## config.mk

```make
export PLATFORM = sky130hd
export DESIGN_NAME = circular_queue_with_search
export DESIGN_NICKNAME = d
export VERILOG_FILES = /design/src/sv/circq_pkg.sv /design/src/sv/circq_ram.sv /design/src/sv/circular_queue_with_search.sv
export SDC_FILE = /design/constraint.sdc
export NUM_CORES = 1
export LEC_CHECK = 0
export ABC_AREA = 1
export BUFFER_PORTS_ARGS = -buffer_cell sky130_fd_sc_hd__buf_4
export CORE_MARGIN = 2
export CORE_UTILIZATION = 55
export CTS_BUF_LIST = sky130_fd_sc_hd__clkbuf_4 sky130_fd_sc_hd__clkbuf_8
export CTS_CLUSTER_SIZE = 24
export DETAILED_ROUTE_END_ITERATION = 8
export PLACE_DENSITY_LB_ADDON = 0.25
export SKIP_CTS_REPAIR_TIMING = 1
export SLEW_MARGIN = 0
export SYNTH_ARGS = -nofsm -noshare
export SYNTH_HDL_FRONTEND = slang
export SYNTH_HIERARCHICAL = 1
export SYNTH_SLANG_ARGS = --single-unit
```

## constraint.sdc

```tcl
create_clock -name clk_i -period 6.3 [get_ports clk_i]
set_input_delay 0 -clock clk_i [delete_from_list [all_inputs] [get_ports clk_i]]
set_output_delay 0 -clock clk_i [all_outputs]
set_load 0.1 [all_outputs]
```

## src/sv/circq_pkg.sv

```systemverilog
// ----------------------------------------------------------------------------
// circq_pkg
// Shared codes of the circular queue: operations and result status.
// ----------------------------------------------------------------------------
package circq_pkg;

  typedef enum logic [1:0] {
    OP_PUSH   = 2'd0,
    OP_POP    = 2'd1,
    OP_SEARCH = 2'd2
  } op_e;

  typedef enum logic [1:0] {
    ST_OK        = 2'd0,
    ST_FULL      = 2'd1,
    ST_EMPTY     = 2'd2,
    ST_NOT_FOUND = 2'd3
  } status_e;

  localparam int unsigned ValueW = 32;
  localparam int unsigned SlotW  = 4;

endpackage

```

## src/sv/circq_ram.sv

```systemverilog
// ----------------------------------------------------------------------------
// circq_ram
// Generic single-write, single-read synchronous RAM with registered read data.
// ----------------------------------------------------------------------------
module circq_ram #(
  parameter int unsigned Width = 32,
  parameter int unsigned Depth = 16
) (
  input  logic                     clk_i,
  input  logic                     we_i,
  input  logic [$clog2(Depth)-1:0] waddr_i,
  input  logic [Width-1:0]         wdata_i,
  input  logic                     re_i,
  input  logic [$clog2(Depth)-1:0] raddr_i,
  output logic [Width-1:0]         rdata_o
);

  logic [Width-1:0] mem_q [Depth];
  logic [Width-1:0] rdata_q;

  always_ff @(posedge clk_i) begin
    if (we_i) begin
      mem_q[waddr_i] <= wdata_i;
    end
    if (re_i) begin
      rdata_q <= mem_q[raddr_i];
    end
  end

  assign rdata_o = rdata_q;

endmodule

```

## src/sv/circular_queue_with_search.sv

```systemverilog
// ----------------------------------------------------------------------------
// circular_queue_with_search
// Ring-buffer FIFO of signed 32-bit words with push, pop and a linear search
// from head to tail that returns the slot of the first matching entry.
// ----------------------------------------------------------------------------
//   channel | direction | handshake             | fields
//   in      | input     | in_valid_i/in_stall_o | opcode, value
//   out     | output    | out_valid_o/out_stall_i | status, popped_value, found_slot
//
// Push, empty pop/search and unknown opcodes load the result when accepted.
// Pop: one RAM read, result loaded in S_POP. Search: one stored entry read and
// compared per cycle through the single RAM read port; it stops at the first match.
// Reset clears head, tail and occupancy; slot contents are left as they are.
// A stalled result sits in the output register; the next item is taken in
// the cycle that result leaves.
// ----------------------------------------------------------------------------
module circular_queue_with_search #(
  parameter int unsigned DEPTH = 16
) (
  input  logic                              clk_i,
  input  logic                              rst_ni,
  input  logic                              in_valid_i,
  output logic                              in_stall_o,
  input  logic [1:0]                        in_opcode_i,
  input  logic signed [circq_pkg::ValueW-1:0] in_value_i,
  output logic                              out_valid_o,
  input  logic                              out_stall_i,
  output circq_pkg::status_e                out_status_o,
  output logic signed [circq_pkg::ValueW-1:0] out_popped_value_o,
  output logic [circq_pkg::SlotW-1:0]       out_found_slot_o
);
  import circq_pkg::*;

  localparam int unsigned AW = (DEPTH > 1) ? $clog2(DEPTH) : 1;
  localparam int unsigned OW = $clog2(DEPTH + 1);

  typedef enum logic [2:0] {
    S_IDLE = 3'b001,
    S_POP  = 3'b010,
    S_SRCH = 3'b100
  } state_e;

  state_e            state_q, state_d;
  logic [AW-1:0]     head_q, head_d;
  logic [AW-1:0]     tail_q, tail_d;
  logic [OW-1:0]     occ_q, occ_d;
  logic [AW-1:0]     iss_idx_q, iss_idx_d;
  logic [AW-1:0]     cmp_idx_q, cmp_idx_d;
  logic [OW-1:0]     iss_cnt_q, iss_cnt_d;
  logic [ValueW-1:0] key_q, key_d;

  logic              out_valid_q, out_valid_d;
  status_e           status_q, status_d;
  logic [ValueW-1:0] popped_q, popped_d;
  logic [SlotW-1:0]  found_q, found_d;
  logic              out_load;

  logic              accept;
  logic              ram_we, ram_re;
  logic [AW-1:0]     ram_raddr;
  logic [ValueW-1:0] ram_rdata;
  logic [AW+SlotW-1:0] cmp_idx_ext;

  function automatic logic [AW-1:0] next_idx(logic [AW-1:0] idx);
    logic [AW-1:0] r;
    if (idx == AW'(DEPTH - 1)) begin
      r = '0;
    end else begin
      r = idx + 1'b1;
    end
    return r;
  endfunction

  assign in_stall_o = (state_q != S_IDLE) || (out_valid_q && out_stall_i);
  assign accept     = in_valid_i && !in_stall_o;
  assign cmp_idx_ext = {{SlotW{1'b0}}, cmp_idx_q};

  always_comb begin
    state_d   = state_q;
    head_d    = head_q;
    tail_d    = tail_q;
    occ_d     = occ_q;
    iss_idx_d = iss_idx_q;
    cmp_idx_d = cmp_idx_q;
    iss_cnt_d = iss_cnt_q;
    key_d     = key_q;
    out_load  = 1'b0;
    status_d  = ST_OK;
    popped_d  = '0;
    found_d   = '0;
    ram_we    = 1'b0;
    ram_re    = 1'b0;
    ram_raddr = head_q;

    case (state_q)
      S_IDLE: begin
        if (accept) begin
          case (in_opcode_i)
            OP_PUSH: begin
              out_load = 1'b1;
              if (occ_q == OW'(DEPTH)) begin
                status_d = ST_FULL;
              end else begin
                ram_we = 1'b1;
                tail_d = next_idx(tail_q);
                occ_d  = occ_q + 1'b1;
              end
            end
            OP_POP: begin
              if (occ_q == '0) begin
                out_load = 1'b1;
                status_d = ST_EMPTY;
              end else begin
                ram_re  = 1'b1;
                state_d = S_POP;
              end
            end
            OP_SEARCH: begin
              if (occ_q == '0) begin
                out_load = 1'b1;
                status_d = ST_EMPTY;
              end else begin
                ram_re    = 1'b1;
                key_d     = in_value_i;
                cmp_idx_d = head_q;
                iss_idx_d = next_idx(head_q);
                iss_cnt_d = OW'(1);
                state_d   = S_SRCH;
              end
            end
            default: begin
              out_load = 1'b1;
            end
          endcase
        end
      end
      S_POP: begin
        out_load = 1'b1;
        popped_d = ram_rdata;
        head_d   = next_idx(head_q);
        occ_d    = occ_q - 1'b1;
        state_d  = S_IDLE;
      end
      S_SRCH: begin
        ram_raddr = iss_idx_q;
        if (ram_rdata == key_q) begin
          out_load = 1'b1;
          found_d  = cmp_idx_ext[SlotW-1:0];
          state_d  = S_IDLE;
        end else if (iss_cnt_q == occ_q) begin
          out_load = 1'b1;
          status_d = ST_NOT_FOUND;
          state_d  = S_IDLE;
        end else begin
          ram_re    = 1'b1;
          cmp_idx_d = iss_idx_q;
          iss_idx_d = next_idx(iss_idx_q);
          iss_cnt_d = iss_cnt_q + 1'b1;
        end
      end
      default: begin
        state_d = S_IDLE;
      end
    endcase
  end

  assign out_valid_d = out_load || (out_valid_q && out_stall_i);

  circq_ram #(
    .Width(ValueW),
    .Depth(DEPTH)
  ) u_ram (
    .clk_i  (clk_i),
    .we_i   (ram_we),
    .waddr_i(tail_q),
    .wdata_i(in_value_i),
    .re_i   (ram_re),
    .raddr_i(ram_raddr),
    .rdata_o(ram_rdata)
  );

  always_ff @(posedge clk_i or negedge rst_ni) begin
    if (!rst_ni) begin
      state_q     <= S_IDLE;
      head_q      <= '0;
      tail_q      <= '0;
      occ_q       <= '0;
      out_valid_q <= 1'b0;
    end else begin
      state_q     <= state_d;
      head_q      <= head_d;
      tail_q      <= tail_d;
      occ_q       <= occ_d;
      out_valid_q <= out_valid_d;
    end
  end

  always_ff @(posedge clk_i) begin
    iss_idx_q <= iss_idx_d;
    cmp_idx_q <= cmp_idx_d;
    iss_cnt_q <= iss_cnt_d;
    key_q     <= key_d;
    if (out_load) begin
      status_q <= status_d;
      popped_q <= popped_d;
      found_q  <= found_d;
    end
  end

  assign out_valid_o        = out_valid_q;
  assign out_status_o       = status_q;
  assign out_popped_value_o = popped_q;
  assign out_found_slot_o   = found_q;

  a_occ_range: assert property (@(posedge clk_i) disable iff (!rst_ni)
    occ_q <= OW'(DEPTH))
    else $error("occupancy above depth");

  a_load_free: assert property (@(posedge clk_i) disable iff (!rst_ni)
    out_load |-> !(out_valid_q && out_stall_i))
    else $error("result loaded over a pending result");

  a_srch_cnt: assert property (@(posedge clk_i) disable iff (!rst_ni)
    (state_q == S_SRCH) |-> (iss_cnt_q != '0) && (iss_cnt_q <= occ_q))
    else $error("search read count out of range");

  a_push_occ: assert property (@(posedge clk_i) disable iff (!rst_ni)
    ram_we |=> (occ_q == $past(occ_q) + 1'b1))
    else $error("push did not grow occupancy");

endmodule
```

-- Yosys cells after proc, flatten, opt, wreduce, memory -nomap -nowiden
Memories as Yosys holds them, arrays and structs flattened. A register that Yosys moved wholly into a read port is not among the register bits.
Index checks and enable logic that the tools add are counted.
- RAM bits: 512
- output and inout port bits: 40
- flip-flop bits (word level): 100
- input bits: 38
- memories kept: 1
- word-level logic and storage cells: 118
- muxes and demuxes: 58
- bitwise gates (word level): 2
- add/subtract/negate cells: 6
- reductions and logical operators: 16
- equality and inequality tests: 23
- memories (memory ; depth ; bits a word ; rd ports ; clocked after memory_dff ; wr ports ; RTL line ; RTL):
    u_ram.mem_q ; 16 ; 32 ; 1 ; 1 ; 1 ; circq_ram.sv:18 ; logic [Width-1:0] mem_q [Depth];
- operators with widths (kind ; count):
    $mux W4 ; 14
    $mux W5 ; 8
    $eq A32 B32 Y1 ; 1
    $pmux W5 S2 ; 2
    $mux W1 ; 17
    $pmux W4 S2 ; 2
    $mux W3 ; 5
    $add A4 B1 Y4 const B ; 3
    $eq A4 B4 Y1 const B ; 3
    $pmux W3 S2 ; 2
    $reduce_and A4 Y1 ; 3
    $add A5 B1 Y5 const B ; 2
    $ne A2 B2 Y1 const B ; 5
    $ne A3 B3 Y1 const B ; 3
    $mux W2 ; 4
    $pmux W2 S2 ; 2
    $ne A3 B1 Y1 const B ; 2
    $reduce_and A6 Y1 ; 1
    $eq A5 B5 Y1 ; 1
    $eq A5 B5 Y1 const B ; 1
    $logic_not A5 Y1 ; 1
    $reduce_and A5 Y1 ; 1
    $sub A5 B1 Y5 const B ; 1
    $ne A2 B1 Y1 const B ; 2
    other kinds (15) ; 19

-- Logic depth before layout (Yosys ltp)
- depth after elaboration: 8
- gate-level depth with buffers: 16

-- By module
Netlist, hierarchy kept.
- modules (own cells, without submodules) (module ; area an instance (um2) ; sequential area each (um2) ; cells an instance ; times used):
    circq_ram ; 23058.4 ; 16335.7 ; 2120 ; 1
    circular_queue_with_search ; 4601.9 ; 2919.0 ; 435 ; 1

-- Worst setup path before layout
Ideal clock, no wire load.
- path kind: flip-flop to flip-flop
- start: reg out_valid_q, in the netlist out_valid_o
- end: reg u_ram.rdata_q[0], in the netlist u_ram/rdata_o[0], read port of u_ram.mem_q, enable pin
- arrival: 3.465 ns
- path slack: 2.370 ns
- data required time: 5.834 ns
- period minus slack after synthesis: 3.930 ns
- cell stages (with the launch flop): 4
- path buffers: 0
- cell sequence: dfrtp_1 -> nand2_1 -> nand3_4 -> o21ai_0
- longest elaborated chain between the ends: 6
- RTL lines (element ; RTL line ; RTL):
    start: declaration ; circular_queue_with_search.sv:52 ; logic out_valid_q, out_valid_d;
    start signal: assignment ; circular_queue_with_search.sv:194 ; out_valid_q <= out_valid_d;
    $logic_and A1 B1 Y1 ; circular_queue_with_search.sv:74 ; assign in_stall_o = (state_q != S_IDLE) || (out_valid_q && out_stall_i);
    $logic_or A1 B1 Y1 ; circular_queue_with_search.sv:74 ;
    $logic_not A1 Y1 ; circular_queue_with_search.sv:75 ; assign accept = in_valid_i && !in_stall_o;
    $logic_and A1 B1 Y1 ; circular_queue_with_search.sv:75 ;
    $mux W1 ; circular_queue_with_search.sv:97 ; if (accept) begin
    $pmux W1 S2 ; circular_queue_with_search.sv:95 ; case (state_q)
    via ram_re ; circular_queue_with_search.sv:59 ; logic ram_we, ram_re;
    end: declaration ; circq_ram.sv:19 ; logic [Width-1:0] rdata_q;
The timed path passes the listed nets, and every way through them passes these cells.
A chain may end at the register's enable or synchronous reset.

-- Final worst setup path
- start: reg state_q[1]
- end: reg u_ram.rdata_q[25], in the netlist u_ram/rdata_o[25], read port of u_ram.mem_q (data pin)
- longest elaborated chain between the ends: 6
- elaborated cells on any way between the ends: 9
- classes of those cells: eq/ne: 3; mux: 3; reduce/logical: 3
- RTL lines (element ; RTL line ; RTL):
    start: declaration ; circular_queue_with_search.sv:43 ; state_e state_q, state_d;
    start signal: assignment ; circular_queue_with_search.sv:190 ; state_q <= state_d;
    $ne A3 B1 Y1 ; circular_queue_with_search.sv:74 ;
    $logic_or A1 B1 Y1 ; circular_queue_with_search.sv:74 ;
    $logic_not A1 Y1 ; circular_queue_with_search.sv:75 ;
    $logic_and A1 B1 Y1 ; circular_queue_with_search.sv:75 ;
    $mux W1 ; circular_queue_with_search.sv:97 ;
    $pmux W1 S2 ; circular_queue_with_search.sv:95 ;
Several ways; a longest one is shown, not always the timed one.

==> results.py <==
metrics = {
    "status": {
        "status": "complete, no violations",
    },
    "clock_network": {
        "tritoncts": "built",
        "num_cts_buffers": 99,
        "tritoncts_num_sinks": 644,
        "cts.reportedPaths.clkPinSlew_ps": 60,
        "clock-root-buffer": "clkbuf_8",
        "cts-root-to-sink-buffers": 3,
        "htreeDepth": 3,
        "worstSkewPairLatency_ps": 690,
    },
    "floorplan": {
        "chipWidth_um": 228,
        "initial_core_utilization_pct": 55.5,
        "coreArea_mm2": 0.0499,
        "ioPinCount": 78,
        "die_y_um": 228,
        "num_rows": 82,
        "design.die.area_mm2": 0.0521,
    },
    "yosys": {
        "ys_seq_elements": 644,
        "ys_dominant_reg_cell": "edfxtp_1",
        "count_of_yosys_warnings_during_synthesis": 6,
        "total_nets_after_synthesis": 2605,
        "number_of_enable_type_register_cells_in_the_synthesized_netlist": 627,
        "synth_cell_type_count": 35,
        "synth.yosys.seq_area_share_pct": 69.6,
        "synth-async-reset-ratio_pct": 2.64,
        "post_synth_instance_area_mm2": 0.0277,
        "syn_area_cell_um2": 10.8,
        "synth_cells": 2555,
    },
    "finish": {
        "multi_input_area_mm2": 0.00613,
        "final.fill_count": 3952,
        "drive_gt1_share_pct": 10.7,
        "synthToLayoutAreaGrowth_pct": 12.3,
        "layout.cells.most_common": "nand2_1",
        "post_layout_nets": 2743,
        "regArea_mm2": 0.0193,
        "commonest_non_fill_non_tap_cells_in_the_layout": "768 x nand2_1, 627 x edfxtp_1, 453 x inv_1",
    },
    "setup_path": {
        "worstPathCellList": "nor3_2 -> inv_1 -> a21oi_4 -> buf_4 -> buf_12 -> nand2_1 -> nand3_1 -> nand3_1 -> nand3_1 -> nand2_1",
        "critPathRequiredTime_ps": 6740,
        "critical_path_arrival_ps": 4720,
        "crit_type": "reg -> reg",
        "timing.critical_path.mode_cell": "nand3_1",
        "worst-path-max-fanout": 211,
        "cpMaxStageDelayCell": "nor3_2",
        "timing.critical_path.slowest_cell_delay_ps": 820,
        "critical_path.startpoint_type": "register",
        "setup.worst_path.end_class": "register",
    },
    "timing": {
        "max_freq_ghz": 0.234,
        "final_hold_viol_count": 0,
        "remaining_max_slew_budget_at_the_tightest_pin_pct": 18.3,
        "min_period_over_period_pct": 67.9,
        "drv_slew": 0,
        "finalClockSkew_ps": 24.6,
        "finalCriticalPeriod_ps": 4280,
        "unrepaired_setup_endpoints_after_global_routing": "no",
        "worstMarginPinSlew_ps": 1230,
        "finalSetupViolations": 0,
        "setup_total_negative_slack_ps": 0,
    },
    "power_and_ir_drop": {
        "leakagePower_nw": 13.0,
        "power.density_mw_per_mm2": 392,
        "finalPower_w": 0.0122,
        "max-vdd-ir-drop_uv": 397,
    },
    "global_route": {
        "groute.usage.overall_pct": 24.7,
        "grt_pass1_vias": 17200,
        "pin_count_of_the_biggest_net_entering_global_routing": 212,
        "antenna_violations_before_repair": 1,
        "grt_remaining_overflow": 0,
        "grt_pass1_wl_um": 97600,
    },
    "drt": {
        "drt_iter0_markers": 1775,
        "drt_wl_total_um": 64500,
        "route.detailed.drc": 0,
        "vias_per_cell": 5.28,
        "wl_per_cell_um": 18.8,
        "ant_nets": 0,
        "via_count": 18200,
        "drt_pre_antenna_iters": 7,
    },
    "placement": {
        "post-dp-hpwl_um": 31800,
        "gp_congestion": 0.782,
        "port_buffers": 77,
    },
    "worst_hold_path": {
        "timing.hold.worst.class": "in -> reg",
    },
    "job": {
        "timing.max_cap.violations": 0,
    },
}
## cell type report
type	instances	area share [%]
flip-flops and latches	644	62.0
inverters	459	5.59
diodes	2	0.0161
repair buffers	148	3.99
clock inverters	37	0.721
well taps	672	2.71
multi-input cells	1341	19.7
clock buffers	134	5.27
## layer usage
metal | routed length, um | GRT usage [%] | vias to the layer above
met1 | 26700 | 33.2 | 8646
met3 | 5600 | 5.04 | 156
met5 | 0 | 0 | -
met2 | 30100 | 39.3 | 811
li1 | - | - | 8546
met4 | 2100 | 10.9 | 0
## report_power, final
part | internal, W | switching (W)
Combinational | 0.000984 | 0.00271
Sequential | 0.00505 | 0.000132
Clock | 0.00176 | 0.00155
Total | 0.00779 | 0.00439
## Yosys cell counts (6+ instances only)
| library cell | count | area [um^2] |
|---|---|---|
| buf_1 | 10 | 37.5 |
| edfxtp_1 | 627 | 18800 |
| buf_4 | 6 | 45.0 |
| xnor2_1 | 29 | 254 |
| nor2_1 | 78 | 293 |
| a21oi_1 | 8 | 40.0 |
| nand3_1 | 397 | 1990 |
| clkbuf_1 | 14 | 52.6 |
| inv_1 | 454 | 1700 |
| ha_1 | 11 | 138 |
| xor2_1 | 8 | 70.1 |
| nand2_1 | 769 | 2890 |
| o21ai_0 | 21 | 105 |
| dfrtp_1 | 16 | 400 |
| buf_6 | 29 | 327 |
| buf_2 | 51 | 255 |
## critical path: cells and delay by family, from the launching register on
kind / cells / cell delay, ps
flops: 1 / 410
compound gates: 1 / 310
buf+inv: 3 / 1590
simple gates: 6 / 1430
## kinds of logic (layout without fill, tap and decap cells)
group | after synthesis | count (layout) | synth area share [%]
and+or+nand+nor | 1260 | 1260 | 19.1
DFF | 644 | 644 | 69.6
buffers and inverters | 570 | 778 | 8.92
xor gates and xnor gates | 37 | 37 | 1.17
AOI/OAI and AO/OA | 32 | 32 | 0.597
adders and majority gates | 12 | 12 | 0.570
other | 0 | 2 | 0
## state kept, by name, summed over array words and instances (netlist names), 3 cells and up
signal and count:
head_q 4, tail_q 4, iss_idx_q 4, u_ram/rdata_o 32, u_ram/mem_q 512, cmp_idx_q 4, state_q 3, out_found_slot_o 4
occ_q 5, iss_cnt_q 5, out_popped_value_o 32, key_q 32
## stage by stage
step,setup slack [ps],instance area [um^2],util (%),std cells,hold slack (ps)
2_1_floorplan,2370,27700,-,2555,-296
3_3_place_gp,2300,28800,57.8,3223,-114
3_5_place_dp,2140,28800,57.8,3223,-106
4_1_cts,2090,30700,61.5,3394,-852
5_1_grt,1780,31100,62.3,3436,163
6_report,2020,31100,62.3,3437,164
## worst paths after layout
check	cells past startpoint	start	slack, ps	endpoint
worst max register to register	10	state_q[1]	2020	u_ram/rdata_o[25]
worst min register to register	2	head_q[0]	520	head_q[0]
min in group asynchronous	3	rst_ni	520	out_valid_o
worst max-delay path	10	state_q[1]	2020	u_ram/rdata_o[25]
max in group asynchronous	3	rst_ni	5210	occ_q[0]
worst min-delay path	2	in_value_i[17]	160	u_ram/mem_q[13][17]
Note: power is estimated with default switching activity, not from simulation.
